$ cat config.mk
export PLATFORM = sky130hd
export DESIGN_NAME = quadrature_tone_power_detector
export DESIGN_NICKNAME = d
export VERILOG_FILES = /design/src/rtl/qtpd_pkg.sv /design/src/rtl/quadrature_tone_power_detector.sv /design/src/rtl/qtpd_mixer.sv /design/src/rtl/qtpd_power.sv
export SDC_FILE = /design/constraint.sdc
export NUM_CORES = 1
export LEC_CHECK = 0
export ABC_AREA = 1
export BUFFER_PORTS_ARGS = -buffer_cell sky130_fd_sc_hd__buf_4
export CORE_MARGIN = 2
export CORE_UTILIZATION = 60
export CTS_CLUSTER_DIAMETER = 150
export DETAILED_ROUTE_END_ITERATION = 12
export GPL_TIMING_DRIVEN = 0
export PLACE_DENSITY = 0.77
export RECOVER_POWER = 50
export SLEW_MARGIN = 5
export SYNTH_ARGS = -nofsm -noshare
export SYNTH_HDL_FRONTEND = slang
export SYNTH_SLANG_ARGS = --single-unit
$ cat constraint.sdc
create_clock -name i_clk -period 8.74 [get_ports i_clk]
set_input_delay 0.437 -clock i_clk [delete_from_list [all_inputs] [get_ports i_clk]]
set_output_delay 0.437 -clock i_clk [all_outputs]
set_load 0.02 [all_outputs]
$ cat src/rtl/qtpd_pkg.sv
// Shared types, register indexes and a helper function of the quadrature tone power detector.
package qtpd_pkg;

    localparam int unsigned SAMPLE_W = 8;
    localparam int unsigned PHASE_W  = 16;
    localparam int unsigned ACC_W    = 16;
    localparam int unsigned SHIFT_W  = 3;
    localparam int unsigned POWER_W  = 16;
    localparam int unsigned CFG_IDX_W  = 1;
    localparam int unsigned CFG_DATA_W = 16;

    localparam logic [SHIFT_W-1:0] FILTER_SHIFT_RESET = 3'd4;

    typedef enum logic [CFG_IDX_W-1:0] {
        REG_PHASE_INC    = 1'b0,
        REG_FILTER_SHIFT = 1'b1
    } t_cfg_reg;

    // The two integrator values that one sample leaves behind.
    typedef struct packed {
        logic [ACC_W-1:0] inphase;
        logic [ACC_W-1:0] quadrature;
    } t_iq_acc;

    // Arithmetic right shift of a two's complement integrator value.
    function automatic logic [ACC_W-1:0] asr_acc(input logic [ACC_W-1:0] v,
                                                 input logic [SHIFT_W-1:0] s);
        asr_acc = ACC_W'($signed(v) >>> s);
    endfunction

endpackage

$ cat src/rtl/quadrature_tone_power_detector.sv
// Top level of the quadrature tone power detector: configuration registers and flow control.
//
// The block takes one signed 8-bit sample per request and returns one 16-bit tone power per
// request, i*i + q*q of the low-pass filtered in-phase and quadrature mixer outputs. It sustains
// one request per clock cycle while the output is not stalled: the oscillator phase and both
// leaky integrators are updated in the cycle the sample is accepted, which is the only loop in
// the design. The power of that sample is squared from the stored integrators and lands in the
// result register once that register is free or being emptied, and stays offered there until the
// consumer collects it. The mixer stage and the result register each hold one request, so a
// new sample is still accepted while a finished result waits for the consumer; the input
// stalls only when both are full and the output is stalled. Configuration writes are always
// ready; the phase increment and the filter shift should be changed only while no request is
// in flight.
module quadrature_tone_power_detector (
    input  logic                                 i_clk,
    input  logic                                 i_rst_n,
    input  logic                                 i_in_valid,
    output logic                                 o_in_stall,
    input  logic signed [qtpd_pkg::SAMPLE_W-1:0] i_sample_value,
    output logic                                 o_out_valid,
    input  logic                                 i_out_stall,
    output logic [qtpd_pkg::POWER_W-1:0]         o_tone_power,
    input  logic                                 i_cfg_valid,
    output logic                                 o_cfg_ready,
    input  logic [qtpd_pkg::CFG_IDX_W-1:0]       i_cfg_index,
    input  logic [qtpd_pkg::CFG_DATA_W-1:0]      i_cfg_data
);
    import qtpd_pkg::*;

    logic [PHASE_W-1:0] r_phase_inc, n_phase_inc;
    logic [SHIFT_W-1:0] r_filter_shift, n_filter_shift;
    logic               accept;
    logic               mix_valid;
    logic               mix_take;
    t_iq_acc            mix_acc;
    t_cfg_reg           cfg_reg;

    // Configuration writes are registered directly, so the port never pushes back.
    assign o_cfg_ready = 1'b1;
    assign cfg_reg     = t_cfg_reg'(i_cfg_index);

    always_comb begin
        n_phase_inc    = r_phase_inc;
        n_filter_shift = r_filter_shift;
        if (i_cfg_valid) begin
            unique case (cfg_reg)
                REG_PHASE_INC:    n_phase_inc    = i_cfg_data[PHASE_W-1:0];
                REG_FILTER_SHIFT: n_filter_shift = i_cfg_data[SHIFT_W-1:0];
                default:          n_phase_inc    = r_phase_inc;
            endcase
        end
    end

    always_ff @(posedge i_clk) begin
        if (!i_rst_n) begin
            r_phase_inc    <= '0;
            r_filter_shift <= FILTER_SHIFT_RESET;
        end else begin
            r_phase_inc    <= n_phase_inc;
            r_filter_shift <= n_filter_shift;
        end
    end

    // The mixer stage may take a new sample when it is empty or hands its contents on this cycle.
    assign o_in_stall = mix_valid && !mix_take;
    assign accept     = i_in_valid && !o_in_stall;

    qtpd_mixer u_mixer (
        .i_clk             (i_clk),
        .i_rst_n           (i_rst_n),
        .i_accept          (accept),
        .i_advance         (mix_take),
        .i_sample_value    (i_sample_value),
        .i_phase_increment (r_phase_inc),
        .i_filter_shift    (r_filter_shift),
        .o_valid           (mix_valid),
        .o_acc             (mix_acc)
    );

    qtpd_power u_power (
        .i_clk          (i_clk),
        .i_rst_n        (i_rst_n),
        .i_valid        (mix_valid),
        .i_acc          (mix_acc),
        .i_filter_shift (r_filter_shift),
        .i_out_stall    (i_out_stall),
        .o_take         (mix_take),
        .o_out_valid    (o_out_valid),
        .o_tone_power   (o_tone_power)
    );

`ifndef ASSERT_OFF
    // An empty mixer stage never holds back the input.
    a_no_stall_when_empty: assert property (@(posedge i_clk) disable iff (!i_rst_n)
        !mix_valid |-> !o_in_stall)
        else $error("input stalled while the mixer stage is empty");

    // A sample taken in leaves the mixer stage holding a request.
    a_accept_fills_mixer: assert property (@(posedge i_clk) disable iff (!i_rst_n)
        accept |=> mix_valid)
        else $error("accepted sample did not reach the mixer stage");

    // A request handed on from the mixer stage is offered at the output next cycle.
    a_take_fills_output: assert property (@(posedge i_clk) disable iff (!i_rst_n)
        mix_take |=> o_out_valid)
        else $error("request handed to the result register was lost");

    // With both stages full and the output stalled, the input must stall.
    a_full_pipe_stalls: assert property (@(posedge i_clk) disable iff (!i_rst_n)
        (mix_valid && o_out_valid && i_out_stall) |-> o_in_stall)
        else $error("input not stalled while both stages are full");
`endif

endmodule

$ cat src/rtl/qtpd_mixer.sv
// Local oscillator, square-wave mixing and the two leaky integrators.
module qtpd_mixer (
    input  logic                                i_clk,
    input  logic                                i_rst_n,
    input  logic                                i_accept,
    input  logic                                i_advance,
    input  logic signed [qtpd_pkg::SAMPLE_W-1:0] i_sample_value,
    input  logic [qtpd_pkg::PHASE_W-1:0]        i_phase_increment,
    input  logic [qtpd_pkg::SHIFT_W-1:0]        i_filter_shift,
    output logic                                o_valid,
    output qtpd_pkg::t_iq_acc                   o_acc
);
    import qtpd_pkg::*;

    logic [PHASE_W-1:0]  r_phase, n_phase;
    logic [ACC_W-1:0]    r_acc_i, n_acc_i;
    logic [ACC_W-1:0]    r_acc_q, n_acc_q;
    logic                r_valid, n_valid;
    logic                inv_i, inv_q;
    logic [SAMPLE_W-1:0] prod_i, prod_q;

    always_comb begin
        n_phase = r_phase + i_phase_increment;
        // The quadrature wave is negative when bit 15 of phase plus a quarter turn is set.
        inv_i   = n_phase[PHASE_W-1];
        inv_q   = n_phase[PHASE_W-1] ^ n_phase[PHASE_W-2];
        prod_i  = i_sample_value ^ {SAMPLE_W{inv_i}};
        prod_q  = i_sample_value ^ {SAMPLE_W{inv_q}};
        n_acc_i = r_acc_i + {{(ACC_W-SAMPLE_W){prod_i[SAMPLE_W-1]}}, prod_i}
                  - asr_acc(r_acc_i, i_filter_shift);
        n_acc_q = r_acc_q + {{(ACC_W-SAMPLE_W){prod_q[SAMPLE_W-1]}}, prod_q}
                  - asr_acc(r_acc_q, i_filter_shift);
        if (i_accept) begin
            n_valid = 1'b1;
        end else if (i_advance) begin
            n_valid = 1'b0;
        end else begin
            n_valid = r_valid;
        end
    end

    always_ff @(posedge i_clk) begin
        if (!i_rst_n) begin
            r_phase <= '0;
            r_acc_i <= '0;
            r_acc_q <= '0;
            r_valid <= 1'b0;
        end else begin
            r_valid <= n_valid;
            if (i_accept) begin
                r_phase <= n_phase;
                r_acc_i <= n_acc_i;
                r_acc_q <= n_acc_q;
            end
        end
    end

    assign o_valid          = r_valid;
    assign o_acc.inphase    = r_acc_i;
    assign o_acc.quadrature = r_acc_q;

endmodule

$ cat src/rtl/qtpd_power.sv
// Scaling of the integrators, squaring and the result register.
module qtpd_power (
    input  logic                          i_clk,
    input  logic                          i_rst_n,
    input  logic                          i_valid,
    input  qtpd_pkg::t_iq_acc             i_acc,
    input  logic [qtpd_pkg::SHIFT_W-1:0]  i_filter_shift,
    input  logic                          i_out_stall,
    output logic                          o_take,
    output logic                          o_out_valid,
    output logic [qtpd_pkg::POWER_W-1:0]  o_tone_power
);
    import qtpd_pkg::*;

    logic                       r_out_valid, n_out_valid;
    logic [POWER_W-1:0]         r_power, n_power;
    logic signed [SAMPLE_W-1:0] comp_i, comp_q;
    logic signed [POWER_W-1:0]  sq_i, sq_q;
    logic                       take;

    always_comb begin
        // Each filtered component wraps to a signed byte before squaring.
        comp_i  = SAMPLE_W'(asr_acc(i_acc.inphase, i_filter_shift));
        comp_q  = SAMPLE_W'(asr_acc(i_acc.quadrature, i_filter_shift));
        sq_i    = POWER_W'(comp_i) * POWER_W'(comp_i);
        sq_q    = POWER_W'(comp_q) * POWER_W'(comp_q);
        n_power = POWER_W'(sq_i) + POWER_W'(sq_q);
        take    = i_valid && (!r_out_valid || !i_out_stall);
        if (take) begin
            n_out_valid = 1'b1;
        end else if (!i_out_stall) begin
            n_out_valid = 1'b0;
        end else begin
            n_out_valid = r_out_valid;
        end
    end

    always_ff @(posedge i_clk) begin
        if (!i_rst_n) begin
            r_out_valid <= 1'b0;
        end else begin
            r_out_valid <= n_out_valid;
        end
    end

    always_ff @(posedge i_clk) begin
        if (take) begin
            r_power <= n_power;
        end
    end

    assign o_take       = take;
    assign o_out_valid  = r_out_valid;
    assign o_tone_power = r_power;

endmodule

# == After elaboration in Yosys (flattened, before gate mapping) ==
# Index checks and enable logic that the tools add are counted.
# W data, S select, Z words.
# word_totals
ff_bits,85
in_bits,30
output_inout_bits,19
wordCells,38
# classes
add_sub_neg,6
multipliers,2
eq_ne,1
shifts,2
n_mux,4
n_bitwise,4
n_reduce_logical,11
# ops
op,n
$add A16 B16 Y16,4
$mul A8 B8 Y16,2
$sshr A16 B3 Y16,2
$sub A16 B16 Y16,2
$xor A8 B8 Y8,2
$logic_not A1 Y1,4
$mux W1,4
$reduce_and A2 Y1,2
$logic_and A1 B1 Y1,3
$ne A2 B1 Y1 const B,1
$reduce_bool A2 Y1,1
$logic_or A1 B1 Y1,1
$not A1 Y1,1
$xor A1 B1 Y1,1

# == Depth between registers and ports, before layout ==
# logic_depth
ltp_word,8
ltp_mapped,31

# == Modules after synthesis ==
# A second synthesis with hierarchy kept.
# unflattened
cells_unflattened,1754
hier_area_um2,12767.2
# by_module_without_submodules
module,instances,cells_per_inst,area_per_inst_um2
qtpd_power,1,741,6114.6
qtpd_mixer,1,888,5811.8
quadrature_tone_power_detector,1,125,840.8

# == Least setup slack after synthesis ==
# Ideal clock, no wire load.
# synth_timing
kind,reg2reg
startpoint,reg r_filter_shift[0]
endpoint,reg u_power.r_power[14] (netlist: u_power.o_tone_power[14]) (data pin)
arrival_ps,5982
required_time_ps,8480
path_slack_ps,2498
path_stages_with_launch,27
n_path_buf,2
cell_sequence,dfxtp_1 > buf_6 > buf_6 > nand2_1 > o21ai_0 > nand2_1 > o21ai_0 > a21boi_2 > clkinv_1 > nor2_1 > fa_1 > fa_1 > fa_1 > fa_1 > fa_1 > inv_1 > fa_1 > inv_1 > ha_1 > nand2_1 > o21ai_0 > a21oi_1 > o21ai_0 > a21oi_1 > nor2_1 > nor2_1 > xor2_1
# synth_via
elab_chain_len,3
word_cells_on_any_way,5
classes_between,add/sub (1); mul (2); shift (2)
# synth_lines
element,line,text
start: declaration,quadrature_tone_power_detector.sv:31,"logic [SHIFT_W-1:0] r_filter_shift, n_filter_shift;"
start signal: assignment,quadrature_tone_power_detector.sv:60,r_filter_shift <= n_filter_shift;
$sshr A16 B3 Y16,-,
$mul A8 B8 Y16 (on tied branches),"qtpd_power.sv:25, qtpd_power.sv:26",
$add A16 B16 Y16 (*),qtpd_power.sv:27,n_power = POWER_W'(sq_i) + POWER_W'(sq_q);
via u_power.n_power[14],qtpd_power.sv:16,"logic [POWER_W-1:0] r_power, n_power;"
end signal: assignment,qtpd_power.sv:48,r_power <= n_power;
end: declaration,qtpd_power.sv:16,
# Mark *: on every way through the listed nets, which the timed path passes. The rest lies on a longest branch.
# A chain may end at the register's enable or synchronous reset.

# == Worst setup path in the final report ==
# Same ends and word-level chain as after synthesis.

==> impl_metrics.csv <==
group,metric,value,unit
clock_network,path_clk_slew,0.08,ns
critical_path,r2r_start,"r_filter_shift[0]$_SDFFE_PN0P_",
timing,rsz0062_at_grt,"false",
floorplan,die_area,20000,um2
clock_network,clk_latency,0.36,ns
logic_synthesis,synth_top_area_share,0.255,
logic_synthesis,synth_edf_count,16,
logic_synthesis,synth-compound-area-share,0.134,
logic_synthesis,synth_cell_type_count,52,
clock_network,cts_buffers,9,
timing,hold_viol,0,
timing,tightest_slew,0.879,ns
logic_synthesis,synth_ff_type,"dfxtp_1",
grt,grt_max_degree,19,
logic_synthesis,synthMostInstantiatedCell,"inv_1",
timing,slew_headroom,0.414,
timing,period_needed,7.54,ns
critical_path,critPathMaxFanout,9,
critical_path,rrSetupSlack,1.20,ns
final_layout,nNetsFinal,1752,
grt,grt_pass1_vias,9363,
routing,ant_nets,0,
critical_path,reg2reg_depth,24,
critical_path,start_kind,"flop",
logic_synthesis,syn_nets,1694,
logic_synthesis,yosysWarnings,0,
grt,grt_usage,0.285,
clock_network,htree_num_levels,3,
timing,timing.final.crit_share,0.863,
logic_synthesis,synth_top_family_by_area,"adder cells",
critical_path,end_kind,"flop",
final_layout,multi_input_area,8170,um2
logic_synthesis,synth_xor_area_frac,0.0674,
routing,drtPass1Iterations,5,
placed_design,routabilityCongestion,0.952,
clock_network,holdBufCountCts,0,
final_layout,diodes,0,
flow_run,drv_cap,0,
status,outcome,"finished clean",
clock_network,cts_resized,0,
critical_path,startpoint,"r_filter_shift[0]$_SDFFE_PN0P_",
logic_synthesis,synthAdderAreaFrac,0.363,
logic_synthesis,synth_area_leaders,"fa_1, dfxtp_1, ha_1",
routing,drtIter0Drc,732,
logic_synthesis,async_flop_share,0,
clock_network,cts.root.buffer_cell,"clkbuf_16",
timing,max_freq,133,MHz
grt,grt_pass1_wl,45.3,mm
final_layout,syn_to_final_growth,7.60,%
logic_synthesis,muxShareOfSynthArea,0.00531,
placed_design,io_buffers,46,
logic_synthesis,yosys.area_share.simple,0.153,
routing,num_vias,9322,
critical_path,crit_type,"reg -> reg",
placed_design,hpwlAfterDp,21.5,mm
logic_synthesis,synthCells,1422,
logic_synthesis,ys_top_cells_by_count,"inv_1, nand2_1, nor2_1",
final_layout,regArea,1860,um2
clock_network,cts_tree,"done",
floorplan,die_h,141,um
clock_network,clock-sinks,85,
critical_path,required,8.85,ns
floorplan,core,18600,um2
routing,routedWlPerCell,15.4,um
worst_hold_path,hold_class,"in -> reg",
final_layout,fillCellCount,1605,
routing,routed_wl,26.5,mm
critical_path,critPathArrivalTime,7.65,ns
logic_synthesis,mappedNetlistArea,11300,um2
final_layout,drive_above_1_share,0.0727,
floorplan,die_x,141,um
clock_network,clock_path_buffers,2,
logic_synthesis,seq_area_frac_synth,0.165,
critical_path,crit_path_end,"u_power.o_tone_power[14]$_DFFE_PP_",
timing,clock_skew,0.0120,ns
logic_synthesis,synth_area_per_cell,7.95,um2
clock_network,cts_setup_buffers,0,
timing,slew_viol_final,0,
floorplan,ios,49,
floorplan,rows,50,
floorplan,start_util,0.608,
logic_synthesis,ys_ff_latch,85,
grt,antenna_found_initial,0,
routing,vias_per_cell,5.42,
timing,setup_viol,0,
grt,grt_overflow,0,
critical_path,r2r-end,"u_power.o_tone_power[14]$_DFFE_PP_",
routing,drc_errors,0,
timing,timing.setup.tns,0,ns
logic_synthesis,yosysTopAreaCell,"fa_1",
per-stage QoR:
| step | cell area (um2) | cells | hold slack (ns) | worst slack, ns | utilization |
|---|---|---|---|---|---|
| 2_1_floorplan | 11300 | 1422 | 0.455 | 2.50 | - |
| 3_3_place_gp | 11900 | 1702 | 0.473 | 1.41 | 0.643 |
| 3_5_place_dp | 12000 | 1703 | 0.489 | 1.32 | 0.644 |
| 4_1_cts | 12300 | 1719 | 0.288 | 1.27 | 0.660 |
| 5_1_grt | 12200 | 1719 | 0.297 | 0.744 | 0.655 |
| 6_report | 12200 | 1719 | 0.286 | 1.20 | 0.655 |
kinds of logic (layout without fill, tap and decap cells):
logic type | count (synthesis) | in the layout
AOI/OAI and AO/OA | 268 | 268
xor gates and xnor gates | 81 | 81
adders and majority gates | 242 | 242
buffers and inverters | 323 | 386
DFF | 85 | 85
muxes | 6 | 6
other | 1 | 1
and+or+nand+nor | 416 | 416
how the worst min path moves through the flow:
stage | end | slack, ns | startpoint | cells after the start
3_3_place_gp | u_mixer.r_phase[0]$_SDFFE_PN0P_ | 0.47 | u_mixer.r_phase[0]$_SDFFE_PN0P_ | 2
4_1_cts | r_phase_inc[8]$_SDFFE_PN0P_ | 0.29 | i_cfg_data[8] | 3
6_report | r_phase_inc[8]$_SDFFE_PN0P_ | 0.29 | i_cfg_data[8] | 3
5_1_grt | r_phase_inc[12]$_SDFFE_PN0P_ | 0.30 | i_cfg_data[12] | 3
2_1_floorplan | u_power.o_out_valid$_SDFFE_PN0P_ | 0.46 | u_mixer.o_valid$_SDFFE_PN0P_ | 2
3_5_place_dp | u_mixer.r_phase[0]$_SDFFE_PN0P_ | 0.49 | u_mixer.r_phase[0]$_SDFFE_PN0P_ | 2
critical path, stage by stage (launching register included):
cell and delay, ns:
dfxtp_1 0.31, buf_6 0.13, inv_1 0.27, nor2_1 0.07
o311ai_1 0.23, a21boi_2 0.41, clkinv_1 0.37, nor2_1 0.74
fa_1 0.56, fa_1 0.50, fa_1 0.61, fa_1 0.45
fa_1 0.49, inv_1 0.05, fa_1 0.47, inv_1 0.04
ha_1 0.32, a21oi_1 0.19, o21ai_0 0.10, a21oi_1 0.29
o21ai_0 0.24, a21oi_1 0.18, nor2_1 0.05, nor2_1 0.13
xor2_1 0.08
registers in the layout, indices dropped and copies added (netlist names):
| signal | cells |
|---|---|
| u_power.o_out_valid | 1 |
| u_mixer.r_acc_i | 16 |
| u_mixer.r_acc_q | 16 |
| r_phase_inc | 16 |
| r_filter_shift | 3 |
| u_mixer.o_valid | 1 |
| u_power.o_tone_power | 16 |
| u_mixer.r_phase | 16 |
per-layer routing:
metal,part of all wire,vias to the layer above,global-route usage
met2,0.45,298,0.455
met1,0.45,4422,0.399
met3,0.067,54,0.0537
met4,0.024,0,0.0821
met5,0,-,0
li1,-,4548,-
final cells by class:
class | count | share of cell area
multi-input combinational | 1014 | 0.672
sequential | 85 | 0.153
inverter | 284 | 0.0876
buffer | 39 | 0.0163
timing repair buffer | 47 | 0.0228
clock inverter | 7 | 0.00597
clock buffer | 9 | 0.0185
tap | 234 | 0.0241
cells in the final DEF (no fill, tap or decap), types with 7 or more instances in the layout:
master     Yosys  layout
inv_1        270     270
nand2_1      197     197
nor2_1       156     156
fa_1         144     144
o21ai_0      113     113
ha_1          98      98
a21oi_1       87      87
dfxtp_1       69      69
xor2_1        47      47
clkbuf_1      20      43
nand3_1       32      32
buf_4          6      31
xnor2_1       27      27
o21ai_1       17      17
edfxtp_1      16      16
nand2_2       11      11
inv_2          9       9
clkbuf_16      0       9
o211ai_1       8       8
xor2_2         7       7
Power is left out: the tool's default activity adds up to more than one toggle a clock period on the data nets, which glitch-free logic cannot reach.
